**config.mk**
```make
export PLATFORM = sky130hd
export DESIGN_NAME = spi_master_byte_exchange
export DESIGN_NICKNAME = d
export VERILOG_FILES = /design/src/hdl/spimbe_pkg.sv /design/src/hdl/spi_master_byte_exchange.sv /design/src/hdl/spimbe_seq.sv
export SDC_FILE = /design/constraint.sdc
export NUM_CORES = 1
export LEC_CHECK = 0
export BUFFER_PORTS_ARGS = -buffer_cell sky130_fd_sc_hd__buf_2
export CORE_MARGIN = 2
export CORE_UTILIZATION = 50
export DETAILED_ROUTE_END_ITERATION = 8
export HOLD_SLACK_MARGIN = 0.05
export MAX_ROUTING_LAYER = met4
export PLACE_DENSITY = 0.79
export SETUP_SLACK_MARGIN = 0.4
export SYNTH_ARGS = -nofsm -noshare
export SYNTH_HDL_FRONTEND = slang
export SYNTH_SLANG_ARGS = --single-unit
```
**constraint.sdc**
```tcl
create_clock -name i_clk -period 7.35 [get_ports i_clk]
set_clock_uncertainty 0.1 [all_clocks]
set_input_delay 0 -clock i_clk [delete_from_list [all_inputs] [get_ports i_clk]]
set_output_delay 0 -clock i_clk [all_outputs]
set_load 0.1 [all_outputs]
```
**src/hdl/spimbe_pkg.sv**
```systemverilog
`timescale 1ns / 1ps

package spimbe_pkg;

    localparam int FRAME_BITS_DEF = 8;

    typedef enum logic [1:0] {
        CMD_WRITE  = 2'd0,
        CMD_READ   = 2'd1,
        CMD_STATUS = 2'd2
    } t_cmd;

    typedef enum logic [1:0] {
        FLAG_EMPTY   = 2'd0,
        FLAG_DONE    = 2'd1,
        FLAG_OVERRUN = 2'd2
    } t_flag;

    typedef enum logic {
        KIND_PINS  = 1'b0,
        KIND_REPLY = 1'b1
    } t_kind;

    typedef struct packed {
        logic load;
        logic adv;
    } t_seq_ctl;

    typedef struct packed {
        t_kind       kind;
        logic        sel_n;
        logic        sclk;
        logic        mosi;
        logic [7:0]  rdata;
        logic [1:0]  status;
        logic        err;
        logic        last;
    } t_result;

endpackage

```
**src/hdl/spi_master_byte_exchange.sv**
```systemverilog
`timescale 1ns / 1ps

// spi master, at most one frame per host access, lsb first, mode 0, select active low
// input stream: one transfer per access; tuser carries the command
//   (write, read, read status), tdata the transmit byte and the miso levels
// output stream: a run of pin-state transfers followed by one reply transfer,
//   tuser tells them apart and tlast marks the reply
// an exchange gives 2*FRAME_BITS+3 transfers (19 at 8 bits), set by the step counter,
//   one per cycle unless stalled; an access without exchange gives one transfer
// the first transfer comes from the command register loaded by the input transfer,
//   through the result register; the next access is taken in the cycle that the
//   current reply is formed, so accesses run back to back with no gap on the output
// reset deselects the slave, drives sclk and mosi low, clears the receive
//   byte and empties the receive flag
// a stall on the output holds the result register and freezes the sequence;
//   input is not taken while an access is still running

module spi_master_byte_exchange #(
    parameter int FRAME_BITS = spimbe_pkg::FRAME_BITS_DEF
) (
    input  logic        i_clk,
    input  logic        i_rst_n,
    input  logic        i_s_axis_tvalid,
    output logic        o_s_axis_tready,
    input  logic [15:0] i_s_axis_tdata,   // write_byte, miso_bits
    input  logic [1:0]  i_s_axis_tuser,   // cmd
    output logic        o_m_axis_tvalid,
    input  logic        i_m_axis_tready,
    output logic [15:0] o_m_axis_tdata,   // select_n, sclk_level, mosi_level,
                                          // read_data, rx_status, read_error, zero pad
    output logic [0:0]  o_m_axis_tuser,   // result_kind
    output logic        o_m_axis_tlast    // last
);
    import spimbe_pkg::*;

    logic     r_busy;
    logic     r_out_vld;
    t_result  r_out;
    t_result  res;
    t_seq_ctl ctl;
    logic     accept;

    assign ctl.adv  = r_busy && (!r_out_vld || i_m_axis_tready);
    assign o_s_axis_tready = !r_busy || (ctl.adv && res.last);
    assign accept   = i_s_axis_tvalid && o_s_axis_tready;
    assign ctl.load = accept;

    spimbe_seq #(
        .FRAME_BITS(FRAME_BITS)
    ) u_seq (
        .i_clk        (i_clk),
        .i_rst_n      (i_rst_n),
        .i_ctl        (ctl),
        .i_cmd        (i_s_axis_tuser),
        .i_write_byte (i_s_axis_tdata[7:0]),
        .i_miso_bits  (i_s_axis_tdata[15:8]),
        .o_res        (res)
    );

    always_ff @(posedge i_clk) begin
        if (!i_rst_n) begin
            r_busy    <= 1'b0;
            r_out_vld <= 1'b0;
        end else begin
            if (accept) begin
                r_busy <= 1'b1;
            end else if (ctl.adv && res.last) begin
                r_busy <= 1'b0;
            end
            if (ctl.adv) begin
                r_out_vld <= 1'b1;
            end else if (i_m_axis_tready) begin
                r_out_vld <= 1'b0;
            end
        end
    end

    always_ff @(posedge i_clk) begin
        if (ctl.adv) begin
            r_out <= res;
        end
    end

    assign o_m_axis_tvalid = r_out_vld;
    assign o_m_axis_tdata  = {2'b00, r_out.err, r_out.status, r_out.rdata,
                              r_out.mosi, r_out.sclk, r_out.sel_n};
    assign o_m_axis_tuser  = r_out.kind;
    assign o_m_axis_tlast  = r_out.last;

endmodule

```
**src/hdl/spimbe_seq.sv**
```systemverilog
`timescale 1ns / 1ps

module spimbe_seq #(
    parameter int FRAME_BITS = spimbe_pkg::FRAME_BITS_DEF
) (
    input  logic                i_clk,
    input  logic                i_rst_n,
    input  spimbe_pkg::t_seq_ctl i_ctl,
    input  logic [1:0]          i_cmd,
    input  logic [7:0]          i_write_byte,
    input  logic [7:0]          i_miso_bits,
    output spimbe_pkg::t_result o_res
);
    import spimbe_pkg::*;

    localparam int STEPS    = 2 * FRAME_BITS + 3;
    localparam int STEP_W   = $clog2(STEPS);
    localparam int RX_W     = (FRAME_BITS > 8) ? FRAME_BITS : 8;
    localparam logic [STEP_W-1:0] STEP_DESEL = STEP_W'(2 * FRAME_BITS + 1);
    localparam logic [STEP_W-1:0] STEP_REPLY = STEP_W'(2 * FRAME_BITS + 2);

    logic                  r_sel_n, n_sel_n;
    logic                  r_sclk, n_sclk;
    logic                  r_mosi, n_mosi;
    logic [FRAME_BITS-1:0] r_rx, n_rx;
    logic [1:0]            r_flag, n_flag;
    logic [STEP_W-1:0]     r_step;
    logic [1:0]            r_cmd;
    logic [7:0]            r_tx, n_tx;
    logic [7:0]            r_miso, n_miso;

    logic                  exch;
    logic [FRAME_BITS:0]   rx_shift;
    logic [RX_W-1:0]       rx_ext;
    logic                  is_reply;

    assign exch = (r_cmd == CMD_WRITE) || (r_cmd == CMD_READ && r_flag == FLAG_EMPTY);
    assign rx_shift = {r_miso[0], r_rx};
    assign rx_ext   = RX_W'(r_rx);
    assign is_reply = exch ? (r_step == STEP_REPLY) : 1'b1;

    always_comb begin
        n_sel_n = r_sel_n;
        n_sclk  = r_sclk;
        n_mosi  = r_mosi;
        n_rx    = r_rx;
        n_flag  = r_flag;
        n_tx    = r_tx;
        n_miso  = r_miso;
        o_res   = '0;
        if (is_reply) begin
            o_res.kind = KIND_REPLY;
            o_res.last = 1'b1;
            unique case (r_cmd)
                CMD_WRITE: begin
                    n_flag = (r_flag != FLAG_EMPTY) ? FLAG_OVERRUN : FLAG_DONE;
                    o_res.status = n_flag;
                end
                CMD_READ: begin
                    if (r_flag == FLAG_OVERRUN) begin
                        o_res.err    = 1'b1;
                        o_res.status = r_flag;
                    end else begin
                        o_res.rdata  = rx_ext[7:0];
                        n_rx         = '0;
                        n_flag       = FLAG_EMPTY;
                        o_res.status = FLAG_EMPTY;
                    end
                end
                default: begin
                    o_res.status = r_flag;
                end
            endcase
        end else if (r_step == '0) begin
            n_sel_n = 1'b0;
        end else if (r_step == STEP_DESEL) begin
            n_sel_n = 1'b1;
        end else if (r_step[0]) begin
            // clock low, next data bit out
            n_sclk = 1'b0;
            n_mosi = (r_cmd == CMD_WRITE) & r_tx[0];
        end else begin
            // clock high, sample miso
            n_sclk = 1'b1;
            n_rx   = rx_shift[FRAME_BITS:1];
            n_tx   = r_tx >> 1;
            n_miso = r_miso >> 1;
        end
        o_res.sel_n = n_sel_n;
        o_res.sclk  = n_sclk;
        o_res.mosi  = n_mosi;
    end

    always_ff @(posedge i_clk) begin
        if (!i_rst_n) begin
            r_sel_n <= 1'b1;
            r_sclk  <= 1'b0;
            r_mosi  <= 1'b0;
            r_rx    <= '0;
            r_flag  <= FLAG_EMPTY;
            r_step  <= '0;
        end else if (i_ctl.adv) begin
            r_sel_n <= n_sel_n;
            r_sclk  <= n_sclk;
            r_mosi  <= n_mosi;
            r_rx    <= n_rx;
            r_flag  <= n_flag;
            r_step  <= is_reply ? '0 : r_step + 1'b1;
        end
    end

    always_ff @(posedge i_clk) begin
        if (i_ctl.load) begin
            r_cmd  <= i_cmd;
            r_tx   <= i_write_byte;
            r_miso <= i_miso_bits;
        end else if (i_ctl.adv) begin
            r_tx   <= n_tx;
            r_miso <= n_miso;
        end
    end

    a_pins_clean: assert property (@(posedge i_clk) disable iff (!i_rst_n)
        i_ctl.adv && o_res.kind == KIND_PINS |->
            o_res.rdata == 8'd0 && o_res.status == 2'd0 && !o_res.err && !o_res.last)
        else $error("pin result carries reply fields");

    a_err_overrun: assert property (@(posedge i_clk) disable iff (!i_rst_n)
        i_ctl.adv && o_res.err |-> r_flag == FLAG_OVERRUN)
        else $error("read refused without overrun");

    a_step_wrap: assert property (@(posedge i_clk) disable iff (!i_rst_n)
        i_ctl.adv && o_res.last |=> r_step == '0)
        else $error("step counter not rewound after reply");

    a_reply_desel: assert property (@(posedge i_clk) disable iff (!i_rst_n)
        i_ctl.adv && o_res.kind == KIND_REPLY |-> o_res.sel_n)
        else $error("reply while slave still selected");

endmodule
```
==> out/summary.txt <==
TIMING
--------------------------------------------------------------------------------
Summed negative setup slack over all endpoints                              0 ps
Final slew viol count                                                          0
Post-route setup slack                                                   4320 ps
Minimum clock period after layout                                        3030 ps
Count of final hold-check violations                                           0
Tightest slew margin relative to the limit                                 51.2%
Top achievable clock speed                                             0.330 GHz
RSZ-0062 raised after global routing                                       false
Setup violators final                                                          0
Worst hold slack across all endpoints                                     135 ps
Final worst path period share                                              41.2%
Least-Margin Pin Slew                                                     731 ps

FLOORPLAN
--------------------------------------------------------------------------------
X dimension of the die                                                   74.0 um
Core box area                                                           4720 um2
Vert. Die Dim                                                            74.0 um
Initial cell density of the core                                           51.8%
Row count                                                                     25
Die Outline Area                                                        5470 um2
I/O Pins                                                                      42

RUN
--------------------------------------------------------------------------------
Max-cap violation count                                                        0

SYNTH
--------------------------------------------------------------------------------
Synth Area in Simple Gates                                                 16.5%
Number of library cell types mapped by synthesis                              47
Post-synthesis instance area                                            2450 um2
Cell types occupying the most area after synthesis                  edfxtp_1, dfxtp_1, mux2_2
Share of the synthesized area in compound gates (AO/OA/AOI/OAI)            10.9%
Adder and majority gate portion of the synthesized area                    2.04%
Fraction of synthesized cell area taken by the top area cell type          40.5%
Number of synthesized flops with an enable pin                                33
Most instantiated cells after synthesis                             edfxtp_1, dfxtp_1, nand2_1
Post-synth top area cell                                                edfxtp_1
Synth Instances                                                              197
Seq cells post-synth                                                          53
Share of cell area taken by muxes after synthesis                          8.69%
Mean instance size in the synthesized netlist                           12.4 um2
Combinational family with the most area after synthesis             simple AND/OR/NAND/NOR gates
Top-count cell post-synth                                               edfxtp_1
Count of yosys warnings during synthesis                                       0
Prevailing post-synth register cell                                     edfxtp_1
XOR/XNOR share of the synthesized area                                     1.43%
Share of synthesized area occupied by flip-flops and latches               56.8%
Async set-or-reset flop fraction in the synthesized netlist                   0%

GLOBAL ROUTING
--------------------------------------------------------------------------------
Antenna violations before repair                                               0
Pin count of the biggest net entering global routing                          26
Wire length of the first global-routing pass                             7160 um
Vias in the first global route                                             1,513
Overall routing resource usage                                             17.9%
GR Overflow Total                                                              0

CLOCK TREE
--------------------------------------------------------------------------------
H-Tree Depth                                                                   2
Worst-skew pair later-pin latency                                         300 ps
Clock-pin slew on the worst setup and hold paths                           90 ps
Total number of clock tree sinks                                              53
CTS root buf                                                            clkbuf_8
Maximum buffer depth of the clock tree                                         2
Number of buffers inserted during clock tree synthesis                         5
CTS tree                                                                   built

PLACEMENT
--------------------------------------------------------------------------------
Placed Area                                                             2670 um2
Placed Cells incl. Taps                                                      293
HPWL after detailed placement                                            2890 um
Post-Place Worst Slack                                                   4370 ps
Final GP Congestion                                                        0.899
Number of port buffers                                                        39

WORST SETUP PATH
--------------------------------------------------------------------------------
Required time at the worst-slack endpoint                                7190 ps
CP top delay family                                                 simple AND/OR/NAND/NOR gates
CP startpoint kind                                                     flip-flop
Max stage delay on crit path                                              670 ps
Worst Setup End Kind                                                   flip-flop
Buffers and inverters on the worst path                                        1
Cell at the slowest stage of the critical path                          nand2b_1
Largest fanout of any net on the critical path                                19
Start-to-end type of the worst setup path                           flip-flop to flip-flop
Cells along the critical path                                       inv_1 -> ha_1 -> and4bb_4 -> o311ai_4 -> a21boi_4 -> nand2b_1
Worst path arrival time                                                  2860 ps

FINISH
--------------------------------------------------------------------------------
Final antenna diode count                                                      0
Area of all placed cells without fillers                                2980 um2
Final core utilization                                                     63.1%
Share of post-route cells with drive strength above 1                      27.2%
Nets                                                                         279
Layout area overhead                                                       21.7%
Final cell count without fillers                                             321

WORST HOLD PATH
--------------------------------------------------------------------------------
Worst hold path type                                                input port to flip-flop

POWER
--------------------------------------------------------------------------------
Power per unit of standard cell area                                  218 nW/um2
Total leakage power                                                      1.15 nW
Total chip power                                                        0.650 mW
VDD IR max                                                              0.124 mV

DETAILED ROUTING
--------------------------------------------------------------------------------
Routed wire length                                                       4420 um
Final routed wire length divided by cell count                           13.8 um
Number of routed nets with antenna violations                                  0
Count of TritonRoute iterations in the first routing pass                      4
Vias                                                                       1,702
Drc violations                                                                 0
DRT iter0 DRCs                                                               118
DR vias/cell                                                                5.30

RUN STATUS
--------------------------------------------------------------------------------
Run status                                                             completed

## cell families after synthesis
group,Yosys count
AOI/OAI and AO/OA,28
xor gates and xnor gates,4
adders and majority gates,4
buffers and inverters,17
DFF,53
muxes,17
other,1
and+or+nand+nor,73
## routing by layer
metal / wire length (um) / global-route usage, % / vias up
li1: - / - / 844
met5: 0 / - / -
met1: 2050 / 22.8 / 795
met2: 2110 / 29.1 / 57
met4: 46 / 4.24 / 0
met3: 213 / 4.07 / 6
## placed cells by master (no fill, tap or decap), drive strengths merged, types with 5 or more instances in the layout
master / n
buf: 39
edfxtp: 33
clkbuf: 6
mux2: 16
dfxtp: 20
inv: 5
dlygate4sd3: 20
nor2: 11
and2: 13
o221ai: 8
nand2: 18
a21oi: 5
nand4: 11
## final timing paths
kind / startpoint / to / slack, ps / cells past startpoint
worst max-delay path: u_seq.r_step[0] / u_seq.r_miso[3] / 4320 / 6
worst min-delay path: i_m_axis_tready / o_m_axis_tvalid / 130 / 3
worst max register to register: u_seq.r_step[0] / u_seq.r_miso[3] / 4320 / 6
worst min register to register: u_seq.r_mosi / u_seq.r_mosi / 380 / 2
## power by group
| group | switching [mW] | internal [mW] |
|---|---|---|
| registers | 0.00993 | 0.335 |
| logic | 0.0769 | 0.0353 |
| clock network | 0.0904 | 0.102 |
| total | 0.177 | 0.473 |
## registers in the layout, summed over array words and instances (netlist names)
register / flops
u_seq.r_miso: 8
u_seq.r_step: 5
o_m_axis_tvalid: 1
u_seq.r_rx: 8
u_seq.r_flag: 2
u_seq.r_sel_n: 1
r_busy: 1
u_seq.r_mosi: 1
u_seq.r_sclk: 1
u_seq.r_tx: 8
o_m_axis_tlast: 1
u_seq.r_cmd: 2
o_m_axis_tdata: 14
## what timing repair did
action / in CTS / in global routing
hold endpoints to repair: 22 / 0
gates resized for setup: 0 / 0
hold buffers: 20 / 0
buffers inserted: 0 / 0
## tightest hold or removal path: stages
cell and delay (ps):
buf_2 70, nand2b_1 300, a21oi_1 110
## cell type report
type / instances / area (um2)
well taps: 67 / 83.8
inverters: 6 / 22.5
fillers: 375 / 1740
clock inverters: 2 / 38.8
clock buffers: 6 / 72.6
flip-flops and latches: 53 / 1390
repair buffers: 59 / 395
multi-input cells: 128 / 976
Power figures use the tool's default switching activity.
